<file path="config.mk">
export PLATFORM = sky130hd
export DESIGN_NAME = dxt_block_decoder_core
export DESIGN_NICKNAME = d
export VERILOG_FILES = /design/src/rtl/dxtd_pkg.sv /design/src/rtl/dxt_block_decoder_core.sv /design/src/rtl/dxtd_div.sv
export SDC_FILE = /design/constraint.sdc
export NUM_CORES = 1
export LEC_CHECK = 0
export BUFFER_PORTS_ARGS = -buffer_cell sky130_fd_sc_hd__buf_2
export CORE_ASPECT_RATIO = 1.2
export CORE_UTILIZATION = 57
export CTS_BUF_LIST = sky130_fd_sc_hd__clkbuf_4 sky130_fd_sc_hd__clkbuf_8 sky130_fd_sc_hd__clkbuf_16
export CTS_CLUSTER_DIAMETER = 120
export DETAILED_ROUTE_END_ITERATION = 7
export GPL_TIMING_DRIVEN = 0
export PLACE_DENSITY = 0.79
export SYNTH_ARGS = -nofsm -noshare
export SYNTH_HDL_FRONTEND = slang
export SYNTH_SLANG_ARGS = --single-unit
export TNS_END_PERCENT = 1
</file>
<file path="constraint.sdc">
create_clock -name clk -period 8.4 [get_ports clk]
set_input_delay 1.68 -clock clk [delete_from_list [all_inputs] [get_ports clk]]
set_output_delay 1.68 -clock clk [all_outputs]
set_load 0.01 [all_outputs]
</file>
<file path="src/rtl/dxtd_pkg.sv">
// Shared types, codes and helpers for the DXT block decoder.
package dxtd_pkg;

  // Block format codes held in the format register.
  localparam logic [1:0] FMT_DXT1 = 2'd0;
  localparam logic [1:0] FMT_DXT3 = 2'd1;

  // Divisor selection for one channel numerator.
  typedef logic [2:0] div_sel_t;
  localparam div_sel_t DIV_ONE   = 3'd0;
  localparam div_sel_t DIV_TWO   = 3'd1;
  localparam div_sel_t DIV_THREE = 3'd2;
  localparam div_sel_t DIV_FIVE  = 3'd3;
  localparam div_sel_t DIV_SEVEN = 3'd4;

  // Reciprocals scaled by 2^15; exact for every numerator the palettes produce.
  localparam int unsigned RECIP_SHIFT = 15;
  localparam logic [13:0] RECIP_THREE = 14'd10928;
  localparam logic [13:0] RECIP_FIVE  = 14'd6554;
  localparam logic [13:0] RECIP_SEVEN = 14'd4682;

  // One channel on its way to the divider: numerator and divisor code.
  typedef struct packed {
    logic [10:0] num;
    div_sel_t    div;
  } chan_t;

  typedef struct packed {
    logic [7:0] r;
    logic [7:0] g;
    logic [7:0] b;
  } rgb_t;

  // RGB565 to RGB888 by shifting only, low bits left at zero.
  function automatic rgb_t expand_565(input logic [15:0] c);
    rgb_t p;
    p.r = {c[15:11], 3'b000};
    p.g = {c[10:5], 2'b00};
    p.b = {c[4:0], 3'b000};
    return p;
  endfunction

endpackage

</file>
<file path="src/rtl/dxt_block_decoder_core.sv">
// Top level of the DXT1/DXT3/DXT5 4x4 block decoder.
//
//   channel  ports                              handshake
//   -------  ---------------------------------  --------------------------------------
//   input    in_first_half, in_second_half      taken when start is high and busy low
//   result   out_pixel_index .. out_last_pixel  out_valid strobe, one pixel per cycle
//   config   cfg_data (block format)            cfg_valid and cfg_ready (always ready)
//
// Each item (one compressed block) yields sixteen pixels, one per cycle; the
// issue counter that walks the pixels paces the blocks. busy falls while the
// sixteenth pixel issues, so blocks stream without a gap. The first pixel
// passes the issue stage, stage 1 and stage 2, and stage 3 registers it onto
// the result ports.
// The receiver cannot stall: every pixel shows on the result ports for exactly
// one cycle. Reset is synchronous and clears the format to DXT1 and all valid bits.
module dxt_block_decoder_core
  import dxtd_pkg::*;
(
  input  logic        clk,
  input  logic        rst_n,
  input  logic        start,
  output logic        busy,
  input  logic [63:0] in_first_half,
  input  logic [63:0] in_second_half,
  output logic        out_valid,
  output logic [3:0]  out_pixel_index,
  output logic [7:0]  out_red,
  output logic [7:0]  out_green,
  output logic [7:0]  out_blue,
  output logic [7:0]  out_alpha,
  output logic        out_last_pixel,
  input  logic        cfg_valid,
  output logic        cfg_ready,
  input  logic [1:0]  cfg_data
);

  // Format register; only written while the block is idle, a user rule, unchecked.
  logic [1:0] fmt_r;

  assign cfg_ready = 1'b1;

  always_ff @(posedge clk) begin
    if (!rst_n) begin
      fmt_r <= FMT_DXT1;
    end else if (cfg_valid) begin
      fmt_r <= cfg_data;
    end
  end

  // Issue stage: holds the block and walks the sixteen pixel positions.
  logic        act_r, act_nxt;
  logic [3:0]  cnt_r, cnt_nxt;
  logic [63:0] blk_lo_r, blk_hi_r;
  logic [1:0]  blk_fmt_r;
  logic        accept;

  assign busy   = act_r && (cnt_r != 4'd15);
  assign accept = start && !busy;

  always_comb begin
    act_nxt = act_r;
    cnt_nxt = cnt_r;
    if (accept) begin
      act_nxt = 1'b1;
      cnt_nxt = 4'd0;
    end else if (act_r) begin
      cnt_nxt = cnt_r + 4'd1;
      if (cnt_r == 4'd15) begin
        act_nxt = 1'b0;
      end
    end
  end

  always_ff @(posedge clk) begin
    if (!rst_n) begin
      act_r <= 1'b0;
      cnt_r <= 4'd0;
    end else begin
      act_r <= act_nxt;
      cnt_r <= cnt_nxt;
    end
  end

  always_ff @(posedge clk) begin
    if (accept) begin
      blk_lo_r  <= in_first_half;
      blk_hi_r  <= in_second_half;
      blk_fmt_r <= fmt_r;
    end
  end

  // Per-pixel field extraction from the held block.
  logic        a_is_dxt1, a_is_dxt3;
  logic [63:0] a_cblk;
  logic [31:0] a_cidx_bits;
  logic [47:0] a_aidx_bits;
  logic [5:0]  a_aidx_pos;
  logic [1:0]  a_ci;
  logic [2:0]  a_aidx;
  logic [3:0]  a_nib;

  assign a_is_dxt1   = (blk_fmt_r == FMT_DXT1);
  assign a_is_dxt3   = (blk_fmt_r == FMT_DXT3);
  assign a_cblk      = a_is_dxt1 ? blk_lo_r : blk_hi_r;
  assign a_cidx_bits = a_cblk[63:32];
  assign a_ci        = a_cidx_bits[{cnt_r, 1'b0} +: 2];
  assign a_nib       = blk_lo_r[{cnt_r, 2'b00} +: 4];
  assign a_aidx_bits = blk_lo_r[63:16];
  assign a_aidx_pos  = {1'b0, cnt_r, 1'b0} + {2'b00, cnt_r};
  assign a_aidx      = a_aidx_bits[a_aidx_pos +: 3];

  // Stage 1: raw endpoints, indices and alpha fields for one pixel.
  logic        s1_vld_r;
  logic [3:0]  s1_pix_r;
  logic        s1_last_r;
  logic [15:0] s1_c0_r, s1_c1_r;
  logic [1:0]  s1_ci_r;
  logic        s1_four_r;
  logic        s1_dxt1_r, s1_dxt3_r;
  logic [3:0]  s1_nib_r;
  logic [7:0]  s1_a0_r, s1_a1_r;
  logic [2:0]  s1_aidx_r;

  always_ff @(posedge clk) begin
    if (!rst_n) begin
      s1_vld_r <= 1'b0;
    end else begin
      s1_vld_r <= act_r;
    end
  end

  always_ff @(posedge clk) begin
    if (act_r) begin
      s1_pix_r  <= cnt_r;
      s1_last_r <= (cnt_r == 4'd15);
      s1_c0_r   <= a_cblk[15:0];
      s1_c1_r   <= a_cblk[31:16];
      s1_ci_r   <= a_ci;
      // DXT3 and DXT5 always use four colors; DXT1 picks by endpoint order.
      s1_four_r <= !a_is_dxt1 || (a_cblk[15:0] > a_cblk[31:16]);
      s1_dxt1_r <= a_is_dxt1;
      s1_dxt3_r <= a_is_dxt3;
      s1_nib_r  <= a_nib;
      s1_a0_r   <= blk_lo_r[7:0];
      s1_a1_r   <= blk_lo_r[15:8];
      s1_aidx_r <= a_aidx;
    end
  end

  // Stage 2: numerators and divisor codes for the four channels.
  function automatic chan_t color_chan(input logic [7:0] v0, input logic [7:0] v1,
                                       input logic [1:0] ci, input logic four);
    chan_t c;
    c.div = DIV_ONE;
    c.num = 11'd0;
    case (ci)
      2'd0: c.num = 11'(v0);
      2'd1: c.num = 11'(v1);
      2'd2: begin
        if (four) begin
          c.num = {2'b00, v0, 1'b0} + 11'(v1);
          c.div = DIV_THREE;
        end else begin
          c.num = 11'(v0) + 11'(v1);
          c.div = DIV_TWO;
        end
      end
      default: begin
        if (four) begin
          c.num = 11'(v0) + {2'b00, v1, 1'b0};
          c.div = DIV_THREE;
        end
      end
    endcase
    return c;
  endfunction

  rgb_t  b_p0, b_p1;
  chan_t b_r, b_g, b_b, b_a;

  assign b_p0 = expand_565(s1_c0_r);
  assign b_p1 = expand_565(s1_c1_r);
  assign b_r  = color_chan(b_p0.r, b_p1.r, s1_ci_r, s1_four_r);
  assign b_g  = color_chan(b_p0.g, b_p1.g, s1_ci_r, s1_four_r);
  assign b_b  = color_chan(b_p0.b, b_p1.b, s1_ci_r, s1_four_r);

  always_comb begin
    logic [2:0] w0;
    logic [2:0] w1;
    w0 = 3'd0;
    w1 = 3'd0;
    b_a.div = DIV_ONE;
    b_a.num = 11'd255;
    if (s1_dxt1_r) begin
      // The transparent entry of the three-color palette has zero alpha.
      if (!s1_four_r && s1_ci_r == 2'd3) begin
        b_a.num = 11'd0;
      end
    end else if (s1_dxt3_r) begin
      b_a.num = {3'b000, s1_nib_r, s1_nib_r};
    end else if (s1_aidx_r == 3'd0) begin
      b_a.num = 11'(s1_a0_r);
    end else if (s1_aidx_r == 3'd1) begin
      b_a.num = 11'(s1_a1_r);
    end else if (s1_a0_r > s1_a1_r) begin
      w0      = 3'(4'd8 - 4'(s1_aidx_r));
      w1      = s1_aidx_r - 3'd1;
      b_a.num = 11'(w0) * 11'(s1_a0_r) + 11'(w1) * 11'(s1_a1_r);
      b_a.div = DIV_SEVEN;
    end else if (s1_aidx_r == 3'd6) begin
      b_a.num = 11'd0;
    end else if (s1_aidx_r == 3'd7) begin
      b_a.num = 11'd255;
    end else begin
      w0      = 3'd6 - s1_aidx_r;
      w1      = s1_aidx_r - 3'd1;
      b_a.num = 11'(w0) * 11'(s1_a0_r) + 11'(w1) * 11'(s1_a1_r);
      b_a.div = DIV_FIVE;
    end
  end

  logic       s2_vld_r;
  logic [3:0] s2_pix_r;
  logic       s2_last_r;
  chan_t      s2_r_r, s2_g_r, s2_b_r, s2_a_r;

  always_ff @(posedge clk) begin
    if (!rst_n) begin
      s2_vld_r <= 1'b0;
    end else begin
      s2_vld_r <= s1_vld_r;
    end
  end

  always_ff @(posedge clk) begin
    if (s1_vld_r) begin
      s2_pix_r  <= s1_pix_r;
      s2_last_r <= s1_last_r;
      s2_r_r    <= b_r;
      s2_g_r    <= b_g;
      s2_b_r    <= b_b;
      s2_a_r    <= b_a;
    end
  end

  // Stage 3: divide each channel and register the result item.
  logic [7:0] c_r, c_g, c_b, c_a;

  dxtd_div u_div_r (.ch(s2_r_r), .quot(c_r));
  dxtd_div u_div_g (.ch(s2_g_r), .quot(c_g));
  dxtd_div u_div_b (.ch(s2_b_r), .quot(c_b));
  dxtd_div u_div_a (.ch(s2_a_r), .quot(c_a));

  logic       out_vld_r;
  logic [3:0] out_pix_r;
  logic       out_last_r;
  logic [7:0] out_red_r, out_green_r, out_blue_r, out_alpha_r;

  always_ff @(posedge clk) begin
    if (!rst_n) begin
      out_vld_r <= 1'b0;
    end else begin
      out_vld_r <= s2_vld_r;
    end
  end

  always_ff @(posedge clk) begin
    if (s2_vld_r) begin
      out_pix_r   <= s2_pix_r;
      out_last_r  <= s2_last_r;
      out_red_r   <= c_r;
      out_green_r <= c_g;
      out_blue_r  <= c_b;
      out_alpha_r <= c_a;
    end
  end

  assign out_valid       = out_vld_r;
  assign out_pixel_index = out_pix_r;
  assign out_last_pixel  = out_last_r;
  assign out_red         = out_red_r;
  assign out_green       = out_green_r;
  assign out_blue        = out_blue_r;
  assign out_alpha       = out_alpha_r;

  // A taken item reaches stage 1 with pixel zero by way of the issue registers.
  a_accept_to_s1: assert property (@(posedge clk) disable iff (!rst_n)
    accept |-> ##2 (s1_vld_r && s1_pix_r == 4'd0))
    else $error("accepted item did not enter stage 1 at pixel zero");

  // Pixels of one item leave back to back in raster order.
  a_pixel_run: assert property (@(posedge clk) disable iff (!rst_n)
    (out_valid && !out_last_pixel) |=>
      (out_valid && out_pixel_index == $past(out_pixel_index) + 4'd1))
    else $error("pixel run broken or out of order");

  // The last-pixel flag marks the sixteenth pixel and no other.
  a_last_flag: assert property (@(posedge clk) disable iff (!rst_n)
    out_valid |-> (out_last_pixel == (out_pixel_index == 4'd15)))
    else $error("last_pixel flag disagrees with pixel index");

endmodule

</file>
<file path="src/rtl/dxtd_div.sv">
// Truncating divide of a small number by 1, 2, 3, 5 or 7; 3, 5, 7 by reciprocal multiply.
module dxtd_div
  import dxtd_pkg::*;
(
  input  chan_t      ch,
  output logic [7:0] quot
);

  logic [13:0] recip;
  logic [24:0] prod;

  always_comb begin
    unique case (ch.div)
      DIV_FIVE:  recip = RECIP_FIVE;
      DIV_SEVEN: recip = RECIP_SEVEN;
      default:   recip = RECIP_THREE;
    endcase
  end

  assign prod = 25'(ch.num) * 25'(recip);

  always_comb begin
    unique case (ch.div)
      DIV_ONE:   quot = ch.num[7:0];
      DIV_TWO:   quot = ch.num[8:1];
      DIV_THREE,
      DIV_FIVE,
      DIV_SEVEN: quot = prod[RECIP_SHIFT+7:RECIP_SHIFT];
      default:   quot = ch.num[7:0];
    endcase
  end

endmodule

</file>
==> run_results.csv, run 1 <==
group,metric,value,unit
setup_path,worstPathRequired,8.72,ns
power,switchingPower,2650,uW
route,drc,0,
setup_path,cp-startpoint,"s2_a_r[0]",
clock_network,cts_tree,"done",
setup_path,crit_type,"reg -> reg",
route,firstDrtPassIters,5,
synthesis,synth_area,0.0263,sq mm
power,ir_drop,0.000174,V
floorplanning,dieArea,0.0471,sq mm
min_path,hold_path.startpoint,"s1_pix_r[2]",
floorplanning,fp.dieH,237,microns
power,p_seq_share,27.3,%
placed_design,gp_congestion,0.978,
floorplanning,io_pins,174,
synthesis,ys_seq_elements,284,
timing,maxSlewViolCount,0,
clock_network,cts_resized,0,
power,power_density,229,mW/mm^2
timing,fin_crit,6.45,ns
clock_network,cts_setup_buffers,0,
synthesis,synth_cell_type_count,75,
placed_design,placed_cell_area,0.0282,sq mm
placed_design,dp_cells,3036,
layout,antenna_cells,0,
layout,layout-drive-gt1-share,15.0,%
grt,grt_max_degree,44,
route,vias_per_cell,5.76,
run_status,status,"complete, no violations",
layout,flow.area_growth_from_synthesis,10.3,%
timing,finalSetupViolations,0,
grt,antenna_found_initial,0,
route,wl,62000,microns
min_path,hold_depth,0,
timing,worstMarginPinSlew,0.911,ns
clock_network,cts_inserted_buffers,29,
clock_network,cts.htree.levels,1,
route,wl_per_cell,20.1,microns
power,swShare,39.8,%
synthesis,synthFlopType,"edfxtp_1",
min_path,hp-class,"reg -> reg",
clock_network,worst_setup_hold_path_clk_slew,0.07,ns
grt,track_usage,27.4,%
timing,timing.fmax,0.155,GHz
timing,hold_viol,0,
floorplanning,num_rows,85,
grt,gr-total-overflow,0,
power,p_comb_share,54.3,%
timing,skew,0.0170,ns
route,vias,17800,
clock_network,ctsHoldBuffers,0,
floorplanning,start_util,58.3,%
grt,grt_pass1_wl,99900,microns
setup_path,end_kind,"flip-flop",
layout,nets,3163,
layout,postLayoutCellArea,0.0291,sq mm
power,power_frac_clock,18.5,%
min_path,min_to,"s2_pix_r[2]",
floorplanning,core,0.0452,sq mm
synthesis,syn_inst,2231,
synthesis,synth-edff-count,274,
setup_path,cp_max_fo,10,
setup_path,cp.arrival,6.77,ns
setup_path,regToRegSetupSlack,1.95,ns
synthesis,synth_area_per_cell,11.8,sq um
layout,final_cells,3088,
job,cap_violations,0,
layout,fill_cells,3440,
setup_path,reg2reg_depth,24,
timing,post-route-period-util,76.8,%
timing,slew_headroom,39.2,%
power,p_leak,0.0133,uW
clock_network,clk_latency,0.58,ns
clock_network,root_buffer,"clkbuf_16",
floorplanning,die_w,198,microns
route,ant_nets,0,
power,p_int,4000,uW
placed_design,hpwl,51400,microns
timing,rsz0062_at_grt,"false",
route,drtIter0Drc,1070,
setup_path,r2r-end,"out_alpha[7]",
layout,final_util,64.3,%
setup_path,cp-start-kind,"flip-flop",
synthesis,seq_area_frac_synth,32.0,%
synthesis,async_flop_share,0,%
synthesis,yosysWarnings,0,
clock_network,cts.sinks,284,
clock_network,cts_max_path_buffers,3,
grt,grt_pass1_vias,19400,
placed_design,port_buffers,172,
setup_path,worstReg2RegStart,"s2_a_r[0]",
==> area by class of cell <==
class / count / area, sq um / share of cell area, %
Clock inverter: 20 / 144 / 0.495
Clock buffer: 32 / 748 / 2.58
Tap cell: 609 / 762 / 2.62
Multi-Input combinational cell: 1537 / 16300 / 56.2
Buffer: 62 / 277 / 0.952
Timing Repair Buffer: 177 / 976 / 3.36
Inverter: 367 / 1380 / 4.74
Sequential cell: 284 / 8430 / 29.0
==> synthesized netlist by cell type, types with 23 or more instances <==
cell      count  area, sq um
nor2b_1      58          363
nand2_1     109          409
xor2_1       35          307
nor2_1       66          248
inv_1       366         1370
mux2i_1      53          531
and2_1       53          332
a21oi_1      85          425
mux2_2       24          270
and3_1       23          144
o21ai_0      54          270
xnor2_1      62          543
a21o_1       33          248
mux4_2       80         1800
ha_1        349         4370
edfxtp_1    274         8230
fa_1        222         4440
clkbuf_1     37          139
==> cell usage in the layout (no fill, tap or decap), drive strengths merged, types with 21 or more instances in the layout <==
| cell | instances |
|---|---|
| a21o | 33 |
| a21oi | 85 |
| and2 | 53 |
| and3 | 23 |
| buf | 202 |
| clkbuf | 69 |
| conb | 21 |
| edfxtp | 274 |
| fa | 222 |
| ha | 349 |
| inv | 372 |
| mux2 | 24 |
| mux2i | 53 |
| mux4 | 80 |
| nand2 | 110 |
| nand2b | 22 |
| nor2 | 67 |
| nor2b | 59 |
| o21ai | 67 |
| xnor2 | 62 |
| xor2 | 35 |
==> through the flow <==
step	worst slack (ns)	hold WS (ns)	TNS [ns]	power, uW
after detailed placement	1.94	0.417	0	5410
after global placement	-1.64	0.406	-203.95	5260
after global routing	1.60	0.438	0	7210
after floorplan	0.350	0.400	0	4550
after CTS	1.96	0.432	0	6670
final	1.95	0.430	0	6650
==> routing by layer <==
metal / GRT usage [%] / routed length (microns) / vias to the layer above / share of wire, %
li1: - / - / 8218 / -
met1: 33.5 / 24200 / 8692 / 39
met2: 48.4 / 31400 / 721 / 51
met3: 3.21 / 3640 / 170 / 5.9
met4: 12.5 / 2850 / 0 / 4.6
met5: 0 / 0 / - / 0
==> worst max path at each step <==
stage                         to  slack (ns)  cells past startpoint
floorplan               cnt_r[0]        0.35                      3
global placement        cnt_r[3]       -1.64                      4
detailed placement  out_alpha[7]        1.94                     24
CTS                 out_alpha[7]        1.96                     24
global route        out_alpha[7]        1.60                     24
finish              out_alpha[7]        1.95                     24
==> power by group through the flow <==
stage	Combinational, uW	Sequential, uW	Clock, uW
6_report	3610	1810	1230
4_1_cts	3620	1810	1250
2_1_floorplan	2740	1810	0
5_1_grt	4100	1820	1290
3_3_place_gp	3410	1850	0
3_5_place_dp	3580	1840	0
==> worst max-delay path, stage by stage, from the launching register on <==
cell       delay [ns]
edfxtp_1         0.38
inv_1            0.07
ha_1             0.21
clkbuf_1         0.24
nor2b_1          0.37
inv_1            0.10
fa_1             0.49
inv_1            0.05
fa_1             0.51
inv_1            0.06
fa_1             0.54
inv_1            0.06
fa_1             0.53
inv_1            0.06
fa_1             0.53
inv_1            0.05
ha_1             0.30
a21oi_1          0.14
o21a_1           0.24
a2bb2oi_2        0.18
o21ai_2          0.11
o41ai_4          0.31
o21ai_2          0.14
a2111oi_0        0.45
a311oi_1         0.09
==> registers in the layout, indices dropped and copies added, names as in the netlist, 3 cells and up <==
register         flops
s2_g_r               8
s2_r_r               9
s2_a_r              13
s1_nib_r             4
s1_pix_r             4
s1_a1_r              8
blk_lo_r            64
cnt_r                4
s1_a0_r              8
out_blue             8
out_pixel_index      4
s1_c0_r             16
out_green            8
out_alpha            8
s2_pix_r             4
s1_c1_r             16
s1_aidx_r            3
blk_hi_r            64
out_red              8
s2_b_r               7
==> logic make-up (layout without fill, tap and decap cells) <==
| family | after synthesis | count (layout) | synth area share [%] |
|---|---|---|---|
| AO/OA/AOI/OAI | 298 | 298 | 7.50 |
| flip-flops | 284 | 284 | 32.0 |
| buffers and inverters | 429 | 658 | 6.28 |
| other | 2 | 21 | 0.0285 |
| multiplexers | 157 | 157 | 9.88 |
| XOR/XNOR | 97 | 97 | 3.23 |
| adder cells (fa/ha/maj) | 571 | 571 | 33.5 |
| AND/OR/NAND/NOR | 393 | 393 | 7.63 |
Note: power is estimated with default switching activity, not from simulation.
==> run 2, diff against run 1 <==
==> constraint.sdc (replaced) <==
create_clock -name clk -period 5.3 [get_ports clk]
set_input_delay 1.06 -clock clk [delete_from_list [all_inputs] [get_ports clk]]
set_output_delay 1.06 -clock clk [all_outputs]
set_load 0.01 [all_outputs]
==> run 2 against run 1 <==
  * The run now ends with setup timing left
  * Register-to-register slack worse by 2.4 ns
  * Sequential power up 59%
  * First-iteration DRC count rose by 13%
  * Combinational power rose by 67%
  * Critical path depth is 4 lower
  * Non-clock buffer count rose by 13
  * Sequential share of layout area decreased by 0.65 points
  * Clock-buffer cell count is 2 higher
  * Maximum frequency rose by 13%
  * Clock skew increased by 0.0028 ns
  * Core utilization increased by 1.5 points
  * Critical path type unchanged
==> run_results.csv, run 2 (synthesis gave the netlist of run 1 again) <==
group,metric,value,unit
run_status,status,"finished, violations left",
run_status,violations,"setup timing",
placed_design,hpwl,51000,microns
route,vias_per_cell,5.81,
clock_network,clk_latency,0.58,ns
layout,final_cell_mix,"358 x inv_1, 343 x ha_1, 274 x edfxtp_1",
clock_network,cts.sinks,284,
floorplanning,dieArea,0.0471,sq mm
timing,maxSlewViolCount,0,
timing,finalSetupViolations,15,
clock_network,cts_tree,"done",
grt,antenna_found_initial,0,
timing,worstMarginPinSlew,0.910,ns
floorplanning,num_rows,85,
floorplanning,core,0.0452,sq mm
layout,postLayoutCellArea,0.0297,sq mm
grt,grt_max_degree,44,
setup_path,cp_max_fo,7,
clock_network,cts_max_path_buffers,3,
clock_network,cts_inserted_buffers,30,
clock_network,worst_setup_hold_path_clk_slew,0.06,ns
setup_path,crit_type,"reg -> reg",
timing,post-route-period-util,108,%
route,drtIter0Drc,1210,
floorplanning,fp.dieH,237,microns
route,wl_per_cell,20.1,microns
grt,track_usage,27.3,%
timing,skew,0.0198,ns
layout,largest_registers,"blk_hi_r x64, blk_lo_r x64",
timing,timing.fmax,0.175,GHz
route,vias,18000,
timing,hold_viol,0,
grt,gr-total-overflow,0,
layout,antenna_cells,0,
timing,rsz0062_at_grt,"true",
job,cap_violations,0,
floorplanning,start_util,58.3,%
timing,fin_crit,5.72,ns
power,p_leak,0.0136,uW
grt,grt_pass1_vias,19400,
clock_network,ctsHoldBuffers,0,
route,drc,0,
layout,nets,3177,
layout,flow.area_growth_from_synthesis,12.8,%
timing,slew_headroom,39.3,%
power,ir_drop,0.000315,V
placed_design,placed_cell_area,0.0282,sq mm
layout,fill_cells,3343,
floorplanning,io_pins,174,
power,power_density,375,mW/mm^2
clock_network,root_buffer,"clkbuf_16",
layout,layout-drive-gt1-share,18.8,%
setup_path,cp.arrival,6.02,ns
route,ant_nets,0,
grt,grt_pass1_wl,99600,microns
timing,setup_ws,-0.415,ns
layout,final_common_cell,"inv_1",
setup_path,end_kind,"flip-flop",
timing,hold_ws,0.428,ns
placed_design,port_buffers,172,
setup_path,cp-start-kind,"flip-flop",
setup_path,worstPathRequired,5.61,ns
layout,final_util,65.7,%
placed_design,gp_congestion,0.980,
route,wl,62400,microns
min_path,hp-class,"reg -> reg",
clock_network,cts.htree.levels,1,
floorplanning,die_w,198,microns
route,firstDrtPassIters,5,
-- run 2: through the flow --
| stage | setup TNS (ns) | power [uW] | setup slack (ns) | std cells |
|---|---|---|---|---|
| finish | -2.23 | 11100 | -0.415 | 3104 |
| global route | -7.03 | 12000 | -0.620 | 3104 |
| CTS | -2.20 | 11000 | -0.410 | 3104 |
| detailed placement | -16.84 | 8580 | -0.845 | 3035 |
| global placement | -14.98 | 8320 | -0.751 | 3031 |
| floorplan | -0.193 | 7210 | -0.132 | 2250 |
-- run 2: worst paths after layout --
path | from | to | slack, ns | depth (start not counted)
max | s2_a_r[2] | out_alpha[7] | -0.42 | 20
min | s1_last_r | s2_last_r | 0.43 | 0
max reg2reg | s2_a_r[2] | out_alpha[7] | -0.42 | 20
min reg2reg | s1_last_r | s2_last_r | 0.43 | 0
-- run 2: timing repair --
action,CTS,global route
setup endpoints to repair,39,31
resized for setup,64,36
setup buffers,15,0
pin swaps,23,13
-- run 2: worst max-delay path: stages, from the launching register on --
cell and delay (ns):
edfxtp_1 0.46, ha_4 0.39, and2b_2 0.27, xor2_1 0.15, ha_1 0.22, a21o_1 0.17, fa_1 0.57, fa_1 0.43
fa_1 0.49, inv_1 0.05, fa_1 0.49, inv_2 0.05, ha_4 0.22, a21o_1 0.15, a21o_1 0.19, a2bb2oi_2 0.16
o21ai_2 0.11, o41ai_4 0.34, o21ai_2 0.12, a2111oi_2 0.30, a311oi_1 0.09
-- run 2: power by group --
part / internal, uW / switching [uW] / total (uW)
Combinational: 2730 / 3290 / 6020
Sequential: 2710 / 165 / 2880
Clock: 1340 / 900 / 2240
-- run 2: cell type report --
| class | count | area [sq um] | area share [%] |
|---|---|---|---|
| buffer | 61 | 388 | 1.31 |
| clock buffer | 34 | 798 | 2.69 |
| clock inverter | 21 | 265 | 0.893 |
| inverter | 367 | 1380 | 4.65 |
| multi-input combinational | 1537 | 16600 | 56.0 |
| sequential | 284 | 8430 | 28.4 |
| tap | 609 | 762 | 2.56 |
| timing repair buffer | 191 | 1050 | 3.55 |
-- run 2: metal layers --
metal / wire, microns / vias up / track usage, %
met4: 3040 / 0 / 12.2
met1: 23900 / 8862 / 32.6
met3: 3590 / 193 / 3.22
li1: - / 8237 / -
met2: 31800 / 751 / 49.1
met5: 0 / - / 0
==> run 3, diff against run 2 <==
--- a/config.mk
+++ b/config.mk
@@ -7,12 +7,11 @@
 export LEC_CHECK = 0
 export BUFFER_PORTS_ARGS = -buffer_cell sky130_fd_sc_hd__buf_2
 export CORE_ASPECT_RATIO = 1.2
-export CORE_UTILIZATION = 57
+export CORE_UTILIZATION = 40
 export CTS_BUF_LIST = sky130_fd_sc_hd__clkbuf_4 sky130_fd_sc_hd__clkbuf_8 sky130_fd_sc_hd__clkbuf_16
 export CTS_CLUSTER_DIAMETER = 120
 export DETAILED_ROUTE_END_ITERATION = 7
 export GPL_TIMING_DRIVEN = 0
-export PLACE_DENSITY = 0.79
 export SYNTH_ARGS = -nofsm -noshare
 export SYNTH_HDL_FRONTEND = slang
 export SYNTH_SLANG_ARGS = --single-unit
==> constraint.sdc (replaced) <==
create_clock -name clk -period 5.3 [get_ports clk]
set_input_delay 1.06 -clock clk [delete_from_list [all_inputs] [get_ports clk]]
set_output_delay 1.06 -clock clk [all_outputs]
set_load 0.02 [all_outputs]
==> run 3 against run 2 <==
  * The flow still finishes with violations (setup timing)
  * Wire length grew 6.2%
  * Global-route usage shrank 7.1 points
  * Maximum frequency shrank 3.4%
  * Worst setup slack lost 0.20 ns
  * Sequential power is essentially flat
  * Clock-buffer cell count grew 7
  * Cell count grew 7.5%
  * Die area grew 42%
  * Critical path type unchanged
  * Largest cell class unchanged
==> run_results.csv, run 3 (synthesis gave the netlist of run 1 again) <==
group,metric,value,unit
placed_design,hpwl,55000,microns
route,drc,0,
job,cap_violations,0,
floorplanning,io_pins,174,
placed_design,placed_cell_area,0.0285,sq mm
floorplanning,die_w,236,microns
placed_design,gp_congestion,0.950,
floorplanning,start_util,40.6,%
timing,finalSetupViolations,18,
min_path,hp-class,"reg -> reg",
setup_path,cp_common_cell,"fa_1",
power,ir_drop,0.000244,V
timing,tns,-3.97,ns
setup_path,cp_num_buf_inv,5,
clock_network,cts_tree,"done",
timing,timing.fmax,0.169,GHz
route,vias_per_cell,5.29,
placed_design,port_buffers,172,
setup_path,end_kind,"flip-flop",
layout,regArea,0.00843,sq mm
floorplanning,dieArea,0.0669,sq mm
route,wl_per_cell,19.9,microns
setup_path,critPathTopFamily,"adder cells",
clock_network,cts.sinks,284,
power,p_leak,0.0137,uW
setup_path,r2r-end,"out_alpha[7]",
timing,rsz0062_at_grt,"true",
layout,largest_registers,"blk_hi_r x64, blk_lo_r x64",
grt,grt_pass1_vias,19000,
grt,grt_max_degree,72,
layout,postLayoutCellArea,0.0302,sq mm
setup_path,cp-startpoint,"s2_a_r[2]",
floorplanning,core,0.0648,sq mm
power,power_density,381,mW/mm^2
layout,antenna_cells,0,
route,drtIter0Drc,1091,
floorplanning,fp.dieH,283,microns
setup_path,cp.arrival,6.18,ns
setup_path,crit_cells,21,
setup_path,worstReg2RegStart,"s2_a_r[2]",
layout,flow.area_growth_from_synthesis,14.8,%
grt,grt_pass1_wl,105000,microns
clock_network,root_buffer,"clkbuf_16",
timing,slew_headroom,39.7,%
layout,multi_input_area,0.0166,sq mm
setup_path,cp_cell_sequence,"buf_6 -> ha_4 -> clkbuf_16 -> buf_8 -> and2_4 -> fa_1 -> fa_1 -> fa_1 -> fa_1 -> inv_1 -> fa_1 -> inv_2 -> ha_4 -> a21o_1 -> a21o_1 -> a2bb2oi_2 -> o21ai_2 -> o41ai_4 -> o21ai_2 -> a2111oi_4 -> a311oi_2",
floorplanning,num_rows,102,
grt,antenna_found_initial,0,
layout,final_cell_mix,"354 x inv_1, 340 x ha_1, 274 x edfxtp_1",
timing,skew,0.0216,ns
timing,post-route-period-util,112,%
clock_network,cts.htree.levels,2,
clock_network,cts_max_path_buffers,3,
layout,nets,3183,
layout,layout-drive-gt1-share,19.2,%
setup_path,max_stage_delay,0.56,ns
grt,track_usage,20.2,%
setup_path,reg2reg_depth,21,
power,total_power,11500,uW
route,firstDrtPassIters,7,
timing,fin_crit,5.92,ns
setup_path,worstPathRequired,5.56,ns
clock_network,clk_latency,0.56,ns
setup_path,cp_slowest_cell,"fa_1",
timing,worstMarginPinSlew,0.904,ns
grt,gr-total-overflow,0,
route,vias,17700,
route,wl,66300,microns
clock_network,worst_setup_hold_path_clk_slew,0.07,ns
layout,fill_cells,5921,
setup_path,regToRegSetupSlack,-0.62,ns
timing,setup_ws,-0.618,ns
run_status,status,"finished, violations left",
route,ant_nets,0,
setup_path,crit_type,"reg -> reg",
layout,final_common_cell,"inv_1",
run_status,violations,"setup timing",
setup_path,cp-start-kind,"flip-flop",
timing,hold_ws,0.429,ns
timing,hold_viol,0,
setup_path,crit_path_end,"out_alpha[7]",
timing,maxSlewViolCount,0,
clock_network,cts_inserted_buffers,35,
setup_path,cp_max_fo,8,
run 3: cell types whose count changed in the layout (fill, tap and decap cells not counted), moves of 3 or more:
cell and delta:
buf_4 -4, buf_8 +3, clkbuf_16 +6, clkbuf_4 +4, clkinv_4 +3, ha_1 -3
inv_1 -4, inv_2 +4, inv_8 -3, nand2b_1 +3, nand2b_4 -3, o21ai_0 -3
run 3: power breakdown:
group	internal, uW	switching (uW)	total (uW)	leakage (uW)
Sequential	2710	165	2880	0.00267
Clock	1550	1020	2560	0.000602
Combinational	2760	3330	6090	0.0104
run 3: how the worst min path moves through the flow:
stage	depth (start not counted)	end	slack (ns)	from
after CTS	0	s2_pix_r[3]	0.42	s1_pix_r[3]
after detailed placement	0	s2_pix_r[3]	0.41	s1_pix_r[3]
after global placement	0	s2_pix_r[1]	0.41	s1_pix_r[1]
final	0	s2_pix_r[3]	0.43	s1_pix_r[3]
after global routing	0	s2_pix_r[3]	0.44	s1_pix_r[3]
after floorplan	0	out_last_pixel	0.40	s2_last_r
run 3: metrics by stage:
stage | setup slack (ns) | std cells | utilization (%)
floorplan | -0.181 | 2250 | -
global placement | -1.14 | 3254 | 43.8
detailed placement | -1.09 | 3258 | 43.9
CTS | -0.552 | 3334 | 46.5
global route | -0.777 | 3337 | 46.6
finish | -0.618 | 3337 | 46.6
run 3: routing by layer:
metal  vias up  GRT usage [%]  share of wire (%)  wire [microns]
met5         -              0                  0               0
met3       140           2.59                5.0            3280
met4         0           7.39                3.5            2300
li1       8271              -                  -               -
met1      8646           24.4                 41           26900
met2       598           36.5                 51           33800
run 3: cell type report:
cell class	instances	area share [%]
well taps	832	3.44
clock buffers	41	3.10
flip-flops and latches	284	27.9
inverters	367	4.57
clock inverters	23	1.04
plain buffers	62	1.41
repair buffers	191	3.55
multi-input cells	1537	55.0
run 3: timing repair:
action,in CTS,in global routing
pin swaps,24,22
hold endpoints to repair,0,0
hold buffers,0,0
endpoints found under the setup margin,41,32
gates resized for setup,88,24
buffers inserted,12,3
